--- src/meter_pulse_qualifier_defines.svh ---
// Assertion macros shared by the meter pulse qualifier RTL.
`ifndef METER_PULSE_QUALIFIER_DEFINES_SVH
`define METER_PULSE_QUALIFIER_DEFINES_SVH

// Same-cycle implication, disabled while reset is asserted.
`define MPQ_ASSERT_IMPL(label, clk, rstn, ante, cons) \
  label: assert property (@(posedge clk) disable iff (!rstn) (ante) |-> (cons)) \
    else $error("meter_pulse_qualifier: assertion failed");

// Next-cycle implication, disabled while reset is asserted.
`define MPQ_ASSERT_NEXT(label, clk, rstn, ante, cons) \
  label: assert property (@(posedge clk) disable iff (!rstn) (ante) |=> (cons)) \
    else $error("meter_pulse_qualifier: assertion failed");

`endif

--- src/mpq_pkg.sv ---
// Package with the command codes and fixed widths of the meter pulse qualifier.
`default_nettype none

package mpq_pkg;

  localparam int unsigned OutTimeWidth = 48;
  localparam int unsigned MinPulseWidth = 32;
  localparam int unsigned MaxResults = 3;
  localparam int unsigned ResIdxWidth = 2;

  typedef enum logic [2:0] {
    CmdOn     = 3'd0,
    CmdOnOff  = 3'd1,
    CmdOff    = 3'd2,
    CmdCancel = 3'd3,
    CmdResume = 3'd4,
    CmdReset  = 3'd5
  } cmd_e;

endpackage

`default_nettype wire

--- src/meter_pulse_qualifier.sv ---
// A transaction accepted into the input register is processed once the result buffer is
// empty or hands out its last result; its results are then registered and presented in order.
// Throughput: one input transaction per cycle when it causes at most one result and the output
// is not stalled; an item causing more results (at most three) holds the single result buffer.
// Reset (rst_ni low, asynchronous) empties the edge buffer, sets the on-unreported flag,
// clears the gap limit to zero and drops any pending input or result transactions.
`default_nettype none
`include "meter_pulse_qualifier_defines.svh"

module meter_pulse_qualifier #(
  parameter int unsigned TIME_WIDTH = 48
) (
  input  wire logic                               clk_i,
  input  wire logic                               rst_ni,
  // Configuration: minimum valid on or off phase in microseconds.
  input  wire logic                               cfg_we_i,
  input  wire logic [mpq_pkg::MinPulseWidth-1:0]  cfg_wdata_i,
  // Input channel.
  input  wire logic                               in_valid_i,
  output logic                                    in_stall_o,
  input  wire logic                               is_reset_i,
  input  wire logic [TIME_WIDTH-1:0]              event_time_i,
  input  wire logic                               level_on_i,
  // Output channel.
  output logic                                    out_valid_o,
  input  wire logic                               out_stall_i,
  output logic [2:0]                              command_o,
  output logic [mpq_pkg::OutTimeWidth-1:0]        on_time_o,
  output logic [mpq_pkg::OutTimeWidth-1:0]        off_time_o,
  output logic                                    last_o
);

  localparam int unsigned Ow = mpq_pkg::OutTimeWidth;
  localparam int unsigned Nr = mpq_pkg::MaxResults;
  localparam int unsigned Iw = mpq_pkg::ResIdxWidth;

  // Configuration register.
  logic [mpq_pkg::MinPulseWidth-1:0] gap_limit_q;

  // Input register stage.
  logic                  in_valid_q;
  logic                  in_rst_q;
  logic [TIME_WIDTH-1:0] in_time_q;
  logic                  in_on_q;

  // Edge buffer. Slot 0 holds the on edge and slot 1 the off edge. The third
  // slot of the on/off/on order is the incoming edge itself and is resolved
  // in the same cycle, so it is never stored.
  logic [1:0]            fill_q, fill_d;
  logic                  unrep_q, unrep_d;
  logic [TIME_WIDTH-1:0] e0_q, e0_d;
  logic [TIME_WIDTH-1:0] e1_q, e1_d;

  // Result buffer: up to three results of one transaction, read out in order.
  mpq_pkg::cmd_e   res_cmd_q [Nr];
  logic [Ow-1:0]   res_on_q  [Nr];
  logic [Ow-1:0]   res_off_q [Nr];
  logic [Iw-1:0]   res_cnt_q;
  logic [Iw-1:0]   res_rd_q;

  mpq_pkg::cmd_e   res_cmd_d [Nr];
  logic [Ow-1:0]   res_on_d  [Nr];
  logic [Ow-1:0]   res_off_d [Nr];
  logic [Iw-1:0]   res_n;

  logic in_accept;
  logic out_pop;
  logic out_last;
  logic out_is_reset;
  logic fire;

  // Gap tests. A gap is the modulo difference of a later and an earlier edge
  // time and is short when it falls below the configured minimum.
  logic [TIME_WIDTH-1:0] min_ext;
  logic [TIME_WIDTH-1:0] gap_01, gap_0t, gap_1t;
  logic                  short_01, short_0t, short_1t;

  assign min_ext  = TIME_WIDTH'(gap_limit_q);
  assign gap_01   = e1_q - e0_q;
  assign gap_0t   = in_time_q - e0_q;
  assign gap_1t   = in_time_q - e1_q;
  assign short_01 = gap_01 < min_ext;
  assign short_0t = gap_0t < min_ext;
  assign short_1t = gap_1t < min_ext;

  // Handshakes. The input register is freed when its transaction is processed,
  // which happens once the result buffer is empty or hands out its last result
  // in this cycle.
  assign out_valid_o = res_rd_q < res_cnt_q;
  assign out_last    = res_rd_q == (res_cnt_q - Iw'(1));
  assign out_pop     = out_valid_o && !out_stall_i;
  assign fire        = in_valid_q && (!out_valid_o || (out_pop && out_last));
  assign in_stall_o  = in_valid_q && !fire;
  assign in_accept   = in_valid_i && !in_stall_o;

  assign command_o  = res_cmd_q[res_rd_q];
  assign on_time_o  = res_on_q[res_rd_q];
  assign off_time_o = res_off_q[res_rd_q];
  assign last_o     = out_last;

  assign out_is_reset = out_valid_o && (command_o == mpq_pkg::CmdReset);

  // Single processing pass: update the edge buffer with the registered
  // transaction and produce every result it causes, in order.
  always_comb begin
    fill_d  = fill_q;
    unrep_d = unrep_q;
    e0_d    = e0_q;
    e1_d    = e1_q;
    res_n   = '0;
    for (int i = 0; i < Nr; i++) begin
      res_cmd_d[i] = mpq_pkg::CmdOn;
      res_on_d[i]  = '0;
      res_off_d[i] = '0;
    end

    if (in_rst_q) begin
      // A meter reset reports itself and then re-examines the buffer as it
      // stands, so a buffered pair is reported a second time.
      res_cmd_d[res_n] = mpq_pkg::CmdReset;
      res_n            = res_n + Iw'(1);
      unique case (fill_q)
        2'd1: begin
          if (unrep_q) begin
            res_cmd_d[res_n] = mpq_pkg::CmdOn;
            res_on_d[res_n]  = Ow'(e0_q);
            res_n            = res_n + Iw'(1);
            unrep_d          = 1'b0;
          end
        end
        2'd2: begin
          if (short_01) begin
            res_cmd_d[res_n] = mpq_pkg::CmdCancel;
            res_on_d[res_n]  = Ow'(e0_q);
            res_n            = res_n + Iw'(1);
            fill_d           = 2'd0;
          end else begin
            res_cmd_d[res_n] = unrep_q ? mpq_pkg::CmdOnOff : mpq_pkg::CmdOff;
            res_on_d[res_n]  = Ow'(e0_q);
            res_off_d[res_n] = Ow'(e1_q);
            res_n            = res_n + Iw'(1);
          end
        end
        default: begin
        end
      endcase
    end else begin
      unique case (fill_q)
        2'd0: begin
          // A new on edge is buffered and reported at once. Off edges are dropped.
          if (in_on_q) begin
            e0_d             = in_time_q;
            fill_d           = 2'd1;
            unrep_d          = 1'b0;
            res_cmd_d[res_n] = mpq_pkg::CmdOn;
            res_on_d[res_n]  = Ow'(in_time_q);
            res_n            = res_n + Iw'(1);
          end
        end
        2'd1: begin
          if (!in_on_q) begin
            e1_d = in_time_q;
            if (short_0t) begin
              res_cmd_d[res_n] = mpq_pkg::CmdCancel;
              res_on_d[res_n]  = Ow'(e0_q);
              res_n            = res_n + Iw'(1);
              fill_d           = 2'd0;
            end else begin
              res_cmd_d[res_n] = unrep_q ? mpq_pkg::CmdOnOff : mpq_pkg::CmdOff;
              res_on_d[res_n]  = Ow'(e0_q);
              res_off_d[res_n] = Ow'(in_time_q);
              res_n            = res_n + Iw'(1);
              fill_d           = 2'd2;
            end
          end else if (unrep_q) begin
            // The second on edge is dropped; only a still unreported on is sent.
            res_cmd_d[res_n] = mpq_pkg::CmdOn;
            res_on_d[res_n]  = Ow'(e0_q);
            res_n            = res_n + Iw'(1);
            unrep_d          = 1'b0;
          end
        end
        2'd2: begin
          if (in_on_q) begin
            fill_d  = 2'd1;
            unrep_d = 1'b0;
            if (short_1t) begin
              // The off phase was too short: the pulse resumes. When the
              // first on phase was short too and never reported, it is
              // cancelled and the new on edge takes its place.
              if (unrep_q && short_01) begin
                res_cmd_d[res_n] = mpq_pkg::CmdCancel;
                res_on_d[res_n]  = Ow'(e0_q);
                res_n            = res_n + Iw'(1);
                e0_d             = in_time_q;
              end
              res_cmd_d[res_n] = mpq_pkg::CmdResume;
              res_on_d[res_n]  = Ow'(e0_d);
              res_n            = res_n + Iw'(1);
              if (unrep_q) begin
                res_cmd_d[res_n] = mpq_pkg::CmdOn;
                res_on_d[res_n]  = Ow'(e0_d);
                res_n            = res_n + Iw'(1);
              end
            end else begin
              // The pulse is complete; the new on edge opens the next one.
              if (unrep_q) begin
                if (short_01) begin
                  res_cmd_d[res_n] = mpq_pkg::CmdCancel;
                  res_on_d[res_n]  = Ow'(e0_q);
                end else begin
                  res_cmd_d[res_n] = mpq_pkg::CmdOnOff;
                  res_on_d[res_n]  = Ow'(e0_q);
                  res_off_d[res_n] = Ow'(e1_q);
                end
                res_n = res_n + Iw'(1);
              end
              e0_d             = in_time_q;
              res_cmd_d[res_n] = mpq_pkg::CmdOn;
              res_on_d[res_n]  = Ow'(in_time_q);
              res_n            = res_n + Iw'(1);
            end
          end else begin
            // An off edge after on and off clears the buffer silently.
            fill_d = 2'd0;
          end
        end
        default: begin
        end
      endcase
    end
  end

  // Control state.
  always_ff @(posedge clk_i or negedge rst_ni) begin
    if (!rst_ni) begin
      gap_limit_q <= '0;
      in_valid_q  <= 1'b0;
      fill_q      <= 2'd0;
      unrep_q     <= 1'b1;
      res_cnt_q   <= '0;
      res_rd_q    <= '0;
    end else begin
      if (cfg_we_i) begin
        gap_limit_q <= cfg_wdata_i;
      end
      if (in_accept) begin
        in_valid_q <= 1'b1;
      end else if (fire) begin
        in_valid_q <= 1'b0;
      end
      if (fire) begin
        fill_q    <= fill_d;
        unrep_q   <= unrep_d;
        res_cnt_q <= res_n;
        res_rd_q  <= '0;
      end else if (out_pop) begin
        res_rd_q <= res_rd_q + Iw'(1);
      end
    end
  end

  // Payload registers.
  always_ff @(posedge clk_i) begin
    if (in_accept) begin
      in_rst_q  <= is_reset_i;
      in_time_q <= event_time_i;
      in_on_q   <= level_on_i;
    end
    if (fire) begin
      e0_q <= e0_d;
      e1_q <= e1_d;
      for (int i = 0; i < Nr; i++) begin
        res_cmd_q[i] <= res_cmd_d[i];
        res_on_q[i]  <= res_on_d[i];
        res_off_q[i] <= res_off_d[i];
      end
    end
  end

  // Between transactions the buffer never holds more than an on/off pair.
  `MPQ_ASSERT_IMPL(a_fill_bound, clk_i, rst_ni, 1'b1, fill_q != 2'd3)
  // A processed transaction with results shows its first one in the next cycle.
  `MPQ_ASSERT_NEXT(a_load_shows, clk_i, rst_ni, fire && (|res_n), out_valid_o && (res_rd_q == '0))
  // A reset command is always the first result of its transaction.
  `MPQ_ASSERT_IMPL(a_reset_first, clk_i, rst_ni, out_is_reset, res_rd_q == '0)
  // The input register is only released while no earlier result is left behind.
  `MPQ_ASSERT_NEXT(a_no_overwrite, clk_i, rst_ni, out_valid_o && !out_pop, $stable(res_cnt_q))

endmodule

`default_nettype wire
--- config.mk ---
export PLATFORM = sky130hd
export DESIGN_NAME = meter_pulse_qualifier
export DESIGN_NICKNAME = d
export VERILOG_FILES = /design/src/mpq_pkg.sv /design/src/meter_pulse_qualifier.sv
export VERILOG_INCLUDE_DIRS = /design/src /design/src/src
export SDC_FILE = /design/constraint.sdc
export NUM_CORES = 1
export LEC_CHECK = 0
export BUFFER_PORTS_ARGS = -buffer_cell sky130_fd_sc_hd__buf_2
export CAP_MARGIN = 5
export CORE_MARGIN = 1
export CORE_UTILIZATION = 40
export CTS_CLUSTER_SIZE = 25
export DETAILED_ROUTE_END_ITERATION = 16
export GPL_ROUTABILITY_DRIVEN = 1
export PLACE_DENSITY_LB_ADDON = 0.3
export SKIP_CTS_REPAIR_TIMING = 1
export SKIP_LAST_GASP = 1
export SYNTH_ARGS = -nofsm -noshare
export SYNTH_HDL_FRONTEND = slang
export SYNTH_SLANG_ARGS = --single-unit
--- constraint.sdc ---
create_clock -name clk_i -period 8.98 [get_ports clk_i]
set_input_delay 2.694 -clock clk_i [delete_from_list [all_inputs] [get_ports clk_i]]
set_output_delay 2.694 -clock clk_i [all_outputs]
set_load 0.005 [all_outputs]
==> impl_metrics.json, run 1 <==
{
  "rows": 100,
  "synth_compound_area_share_pct": 19.7,
  "avgSynthCellArea_um2": 9.96,
  "r2r_slack_ps": 1460,
  "hold_path_class": "reg -> reg",
  "finalCritPeriodShare_pct": 83.8,
  "cts_buffers": 50,
  "area_growth_pct": 11.3,
  "max-cap-violations": 0,
  "fin_nets": 3464,
  "hold_start": "in_valid_q",
  "drive_above_1_share_pct": 12.3,
  "vias": 24600,
  "cp.arrival_ps": 7890,
  "overflow": 0,
  "outcome": "completed",
  "place_hpwl_um": 75700,
  "clkLatencyLatePin_ps": 640,
  "core_um2": 74400,
  "cp.required_ps": 9340,
  "netlist_area_um2": 30100,
  "synthTopCellsByArea": "edfxtp_1, ha_1, a22o_1",
  "netlist_instances": 3018,
  "seq_area_frac_synth_pct": 42.5,
  "synth_top_family_by_area": "compound AO/OA/AOI/OAI gates",
  "muxShareOfSynthArea_pct": 5.87,
  "p_switching_w": 0.00484,
  "h-tree-depth": 2,
  "drc_errors": 0,
  "dr.pass1.iters": 6,
  "ys_ff_latch": 432,
  "io_pins": 189,
  "grt_pass1_vias": 23400,
  "worstRegToRegCells": 24,
  "sequentialPowerShare_pct": 33.1,
  "p_clk_share_pct": 17.9,
  "wl_um": 99500,
  "clock-sinks": 432,
  "pwr-share-comb_pct": 49.0,
  "slew_headroom_pct": 11.1,
  "grt_setup_unrepaired": "false",
  "synth_top_area_share_pct": 39.2,
  "finalMaxSlewViolations": 0,
  "min_path_cells": 2,
  "grt_start_max_net_pins": 126,
  "synth-edff-count": 392,
  "yosys.area.top_type": "edfxtp_1",
  "max_stage_delay_ps": 790,
  "cts_root_buffer": "clkbuf_16",
  "r2r-end": "e0_q[8]",
  "cp_max_fo": 38,
  "setup-tns-final_ps": 0,
  "grt_pass1_wl_um": 148000,
  "synthAdderAreaFrac_pct": 10.2,
  "synthArstFlopShare_pct": 9.26,
  "p_sw_share_pct": 42.9,
  "synth_cell_type_count": 93,
  "wl_per_cell_um": 24.0,
  "die_area_um2": 76200,
  "start_kind": "flip-flop",
  "final_core_util_pct": 44.9,
  "vdd.ir_drop.worst_v": 0.000297,
  "synth_fp_nets": 3348,
  "p_int_w": 0.00643,
  "max_freq_ghz": 0.133,
  "powerDensity_nw_per_um2": 337,
  "hold_viol_final": 0,
  "skew_ps": 53.4,
  "r2r-start": "e1_q[0]",
  "antenna_found_initial": 1,
  "viasPerCell": 5.94,
  "portBuffers": 188,
  "yosys.area_share.simple_pct": 14.2,
  "cp_cell_sequence": "inv_1 > ha_1 > inv_1 > fa_1 > a21o_1 > a311oi_1 > or4_1 > nand2_1 > a21oi_1 > o21ai_0 > xor2_1 > ha_1 > a2111oi_0 > o21ai_0 > o221ai_1 > o211ai_1 > or4_1 > nor4_1 > nand4_1 > nor4_1 > or4b_1 > o2111a_2 > buf_4 > mux2_2",
  "grtUsageTotal_pct": 25.5,
  "die_x_um": 276,
  "drt_iter0_drc": 2268,
  "p_leak_nw": 13.3,
  "synth_xor_area_share_pct": 3.15,
  "gp_congestion": 0.983,
  "setup_viol_count_final": 0,
  "crit_start": "e1_q[0]",
  "cts_tree": "built",
  "fin_crit_ps": 7520,
  "path_class": "reg -> reg",
  "worstSetupEndpointType": "flip-flop",
  "ys.flop_type": "edfxtp_1",
  "cts.clk_slew.worst_paths_ps": 60,
  "ys_warn_count": 0,
  "fp.dieH_um": 276,
  "slowest_stage": "or4b_1",
  "start_util_pct": 40.4,
  "clock_path_buffers": 3,
  "worst_pin_slew_ps": 1320,
  "holdPathEnd": "in_valid_q",
  "ant_nets": 0
}
flip-flops by register name, indices dropped and copies added, names as in the netlist:
name,cells
in_time_q,48
e0_q,48
res_rd_q,2
unrep_q,1
res_on_q,144
gap_limit_q,32
res_off_q,96
res_cnt_q,2
fill_q,2
in_valid_q,1
e1_q,48
in_on_q,1
res_cmd_q,6
in_rst_q,1
power groups by stage:
stage	sequential, W	clock [W]	combinational [W]
after floorplan	0.00367	0	0.00371
after global placement	0.00373	0	0.00545
after detailed placement	0.00376	0	0.00544
after CTS	0.00373	0.00206	0.00547
after global routing	0.00381	0.00213	0.00606
final	0.00373	0.00201	0.00552
worst max-delay path: cells and delay by family (launching register included):
family	cells	cell delay (ps)
AOI/OAI and AO/OA	9	2460
xor gates and xnor gates	1	190
adders and majority gates	3	760
buffers and inverters	3	500
DFF	1	430
muxes	1	390
and+or+nand+nor	7	2390
cells in the final DEF, fill, tap and decap left out, types with 22 or more instances in the layout:
master,synthesis,final
and2_1,106,105
nand2_1,269,269
ha_1,240,240
nor3_1,38,35
o21a_1,37,37
a211oi_1,23,23
dfrtp_1,39,37
xor2_1,48,48
buf_4,2,26
o21bai_1,22,22
a22o_1,145,145
nand3_1,51,51
nor2_1,179,179
mux2_2,34,34
edfxtp_1,392,392
inv_1,173,172
mux2i_1,108,108
a31oi_1,25,25
xnor2_1,60,60
buf_2,34,188
a21o_1,49,49
nand4_1,64,64
o211ai_1,25,25
o21ai_0,207,207
a21oi_1,228,228
clkbuf_16,0,51
cells by family (layout without fill, tap and decap cells):
logic type / after synthesis / after routing
compound gates: 889 / 889
mux: 162 / 162
xor+xnor: 108 / 108
simple gates: 860 / 860
flops: 432 / 432
fa+ha+maj: 243 / 243
other cells: 0 / 1
buf+inv: 324 / 481
cells in the mapped netlist, drive strengths merged (24+ instances only):
| cell | instances |
|---|---|
| inv | 173 |
| nand2 | 269 |
| mux2 | 54 |
| clkbuf | 104 |
| edfxtp | 392 |
| a21o | 49 |
| a31oi | 25 |
| xnor2 | 60 |
| nand4 | 64 |
| and2 | 106 |
| a211oi | 24 |
| nand3 | 51 |
| ha | 240 |
| mux2i | 108 |
| buf | 47 |
| nor3 | 39 |
| a22o | 145 |
| o211ai | 25 |
| a21oi | 230 |
| dfrtp | 39 |
| o21ai | 216 |
| o21a | 37 |
| xor2 | 48 |
| nor2 | 179 |
metal layers:
metal	share of wire, %	global-route usage, %	vias up
met5	0.019	0	-
met4	3.0	8.29	2
met3	7.4	4.39	151
met2	42	37.6	917
met1	47	37.6	12000
li1	-	-	11600
final cells by class:
cell class | count | area, um^2
Fill cell | 7070 | 41000
Multi-Input combinational cell | 2262 | 16000
Sequential cell | 432 | 12800
Clock buffer | 64 | 1330
Tap cell | 969 | 1210
Timing Repair Buffer | 215 | 1160
Inverter | 173 | 653
Clock inverter | 29 | 278
Antenna cell | 1 | 2.50
worst max-delay path by stage:
stage / to / slack [ps] / cells after the start
after floorplan: fill_q[1] / 1620 / 6
after global placement: e0_q[27] / 1710 / 24
after detailed placement: e0_q[12] / 1590 / 24
after CTS: e0_q[27] / 1570 / 24
after global routing: e0_q[27] / 1140 / 22
final: e0_q[8] / 1460 / 24
stage by stage:
stage / setup WS [ps] / cells / hold WS [ps] / total power, W / area, um^2
final: 1460 / 4145 / 521 / 0.0113 / 33400
after CTS: 1570 / 4144 / 528 / 0.0113 / 33400
after global placement: 1710 / 4051 / 509 / 0.00918 / 31800
after detailed placement: 1590 / 4051 / 515 / 0.00920 / 31800
after global routing: 1140 / 4144 / 558 / 0.0120 / 33400
after floorplan: 1620 / 3018 / 424 / 0.00738 / 30100
Note: power is estimated with default switching activity, not from simulation.
==> run 2, diff against run 1 <==
--- a/config.mk
+++ b/config.mk
@@ -6,6 +6,7 @@
 export SDC_FILE = /design/constraint.sdc
 export NUM_CORES = 1
 export LEC_CHECK = 0
+export ABC_AREA = 1
 export BUFFER_PORTS_ARGS = -buffer_cell sky130_fd_sc_hd__buf_2
 export CAP_MARGIN = 5
 export CORE_MARGIN = 1
==> constraint.sdc (replaced) <==
create_clock -name clk_i -period 6 [get_ports clk_i]
set_input_delay 1.8 -clock clk_i [delete_from_list [all_inputs] [get_ports clk_i]]
set_output_delay 1.8 -clock clk_i [all_outputs]
set_load 0.005 [all_outputs]
==> impl_metrics.json, run 2 <==
{
  "largest-register": "res_on_q",
  "cpMostUsedCell": "nand2_1",
  "vdd.ir_drop.worst_v": 0.000288,
  "netlist_instances": 4717,
  "clock-sinks": 432,
  "start_kind": "flip-flop",
  "die_x_um": 292,
  "r2r-end": "res_off_q[0][13]",
  "path_class": "reg -> reg",
  "ys.flop_type": "edfxtp_1",
  "clkLatencyLatePin_ps": 650,
  "gp_congestion": 1.06,
  "clock_path_buffers": 3,
  "die_area_um2": 85500,
  "cp.required_ps": 6450,
  "slowest_stage": "fa_1",
  "placed_area_um2": 36000,
  "grt_start_max_net_pins": 117,
  "max-cap-violations": 0,
  "ys_ff_latch": 432,
  "netlist_area_um2": 33700,
  "final_common_cell": "nand2_1",
  "avgSynthCellArea_um2": 7.15,
  "yosys.area.top_type": "edfxtp_1",
  "fin_crit_ps": 5580,
  "p_leak_nw": 17.6,
  "worstRegToRegCells": 26,
  "overflow": 0,
  "holdPathEnd": "res_on_q[1][40]",
  "fill_cells": 8592,
  "worstSetupEndpointType": "flip-flop",
  "wl_per_cell_um": 22.1,
  "cts_root_buffer": "clkbuf_16",
  "wl_um": 132000,
  "grt_setup_unrepaired": "false",
  "start_util_pct": 40.4,
  "synth_fp_nets": 5047,
  "worst_pin_slew_ps": 1220,
  "powerDensity_nw_per_um2": 461,
  "viasPerCell": 5.50,
  "synth-edff-count": 392,
  "grtUsageTotal_pct": 30.2,
  "cp.arrival_ps": 6030,
  "max_freq_ghz": 0.179,
  "synth_cell_type_count": 51,
  "r2r_slack_ps": 420,
  "cts_tree": "built",
  "grt_pass1_vias": 31000,
  "portBuffers": 188,
  "design_area_um2": 37600,
  "vias": 33000,
  "hold_path_class": "reg -> reg",
  "drt_iter0_drc": 3178,
  "synth_top_area_share_pct": 34.9,
  "slew_headroom_pct": 18.3,
  "setup_viol_count_final": 0,
  "h-tree-depth": 2,
  "cp_num_buf_inv": 5,
  "seq_area_frac_synth_pct": 37.8,
  "place_hpwl_um": 103000,
  "core_um2": 83600,
  "io_pins": 189,
  "fin_nets": 5204,
  "antenna_found_initial": 7,
  "r2r-start": "in_time_q[0]",
  "grt_pass1_wl_um": 193000,
  "synthArstFlopShare_pct": 9.26,
  "hold_viol_final": 0,
  "dr.pass1.iters": 7,
  "setup-tns-final_ps": 0,
  "cp_top_family": "simple AND/OR/NAND/NOR gates",
  "cp_max_fo": 48,
  "min_path_cells": 2,
  "drc_errors": 0,
  "outcome": "completed",
  "final_core_util_pct": 45.0,
  "largest_register_ff_count": 144,
  "skew_ps": 32.6,
  "finalCritPeriodShare_pct": 93.1,
  "synthTopCellsByArea": "edfxtp_1, nand2_1, ha_1",
  "fp.dieH_um": 292,
  "cts.clk_slew.worst_paths_ps": 60,
  "finalMaxSlewViolations": 0,
  "ant_nets": 0,
  "hold_start": "e0_q[40]",
  "final_cell_mix": "nand2_1, nor2_1, inv_1",
  "ys_warn_count": 0,
  "max_stage_delay_ps": 500,
  "rows": 106,
  "largestRegisters": "res_on_q x144, res_off_q x96",
  "area_growth_pct": 11.4,
  "synth_commonest_cells": "nand2_1, nor2_1, inv_1",
  "synth.most_common_cell": "nand2_1",
  "cts_buffers": 50,
  "drive_above_1_share_pct": 8.90
}
## run 2: metal layers
layer / global-route usage [%] / up-vias / share of wire (%)
met5: 0 / - / 0.036
met3: 5.46 / 256 / 9.7
met1: 41.8 / 15400 / 43
met2: 47.8 / 1551 / 44
met4: 9.36 / 8 / 3.2
li1: - / 15800 / -
## run 2: worst min-delay path: stages, from the launching register on
cell      delay [ps]
edfxtp_1         340
nand2_1           50
nand2_1           50
## run 2: report_power, final
group | leakage (nW) | switching (W) | internal (W) | total, W
Combinational | 12.6 | 0.00605 | 0.00275 | 0.00880
Clock | 0.779 | 0.00134 | 0.00171 | 0.00305
Sequential | 4.26 | 0.000660 | 0.00483 | 0.00549
Total | 17.6 | 0.00805 | 0.00929 | 0.0173
## run 2: area by class of cell
class	count	area (um^2)	area share [%]
multi-input combinational	3463	17800	47.3
tap	1080	1350	3.59
clock inverter	30	288	0.765
antenna	1	2.50	0.00666
inverter	679	2560	6.81
clock buffer	59	1320	3.50
timing repair buffer	248	1520	4.03
sequential	432	12800	34.0
## run 2: worst max path at each step
| stage | from | to | cells after the start |
|---|---|---|---|
| 6_report | in_time_q[0] | res_off_q[0][13] | 26 |
| 5_1_grt | in_time_q[0] | res_off_q[0][13] | 28 |
| 4_1_cts | in_time_q[0] | res_off_q[0][13] | 26 |
| 3_5_place_dp | in_time_q[0] | res_off_q[0][13] | 26 |
| 3_3_place_gp | in_time_q[0] | res_off_q[0][13] | 26 |
| 2_1_floorplan | out_stall_i | e1_q[0] | 7 |
## run 2: kinds of logic after synthesis
kind of cell | after synthesis | synth area share (%)
fa+ha+maj | 243 | 9.08
simple gates | 2375 | 28.7
xor+xnor | 99 | 2.57
flops | 432 | 37.8
compound gates | 745 | 12.1
buf+inv | 822 | 9.63
mux | 1 | 0.0334
## run 2: per-stage QoR
step / cells / hold slack [ps] / worst slack [ps] / power [W]
finish: 5992 / 536 / 416 / 0.0173
detailed placement: 5902 / 529 / 501 / 0.0141
floorplan: 4717 / 495 / -2760 / 0.0109
CTS: 5991 / 541 / 472 / 0.0172
global route: 5991 / 555 / 179 / 0.0184
global placement: 5902 / 519 / 532 / 0.0141
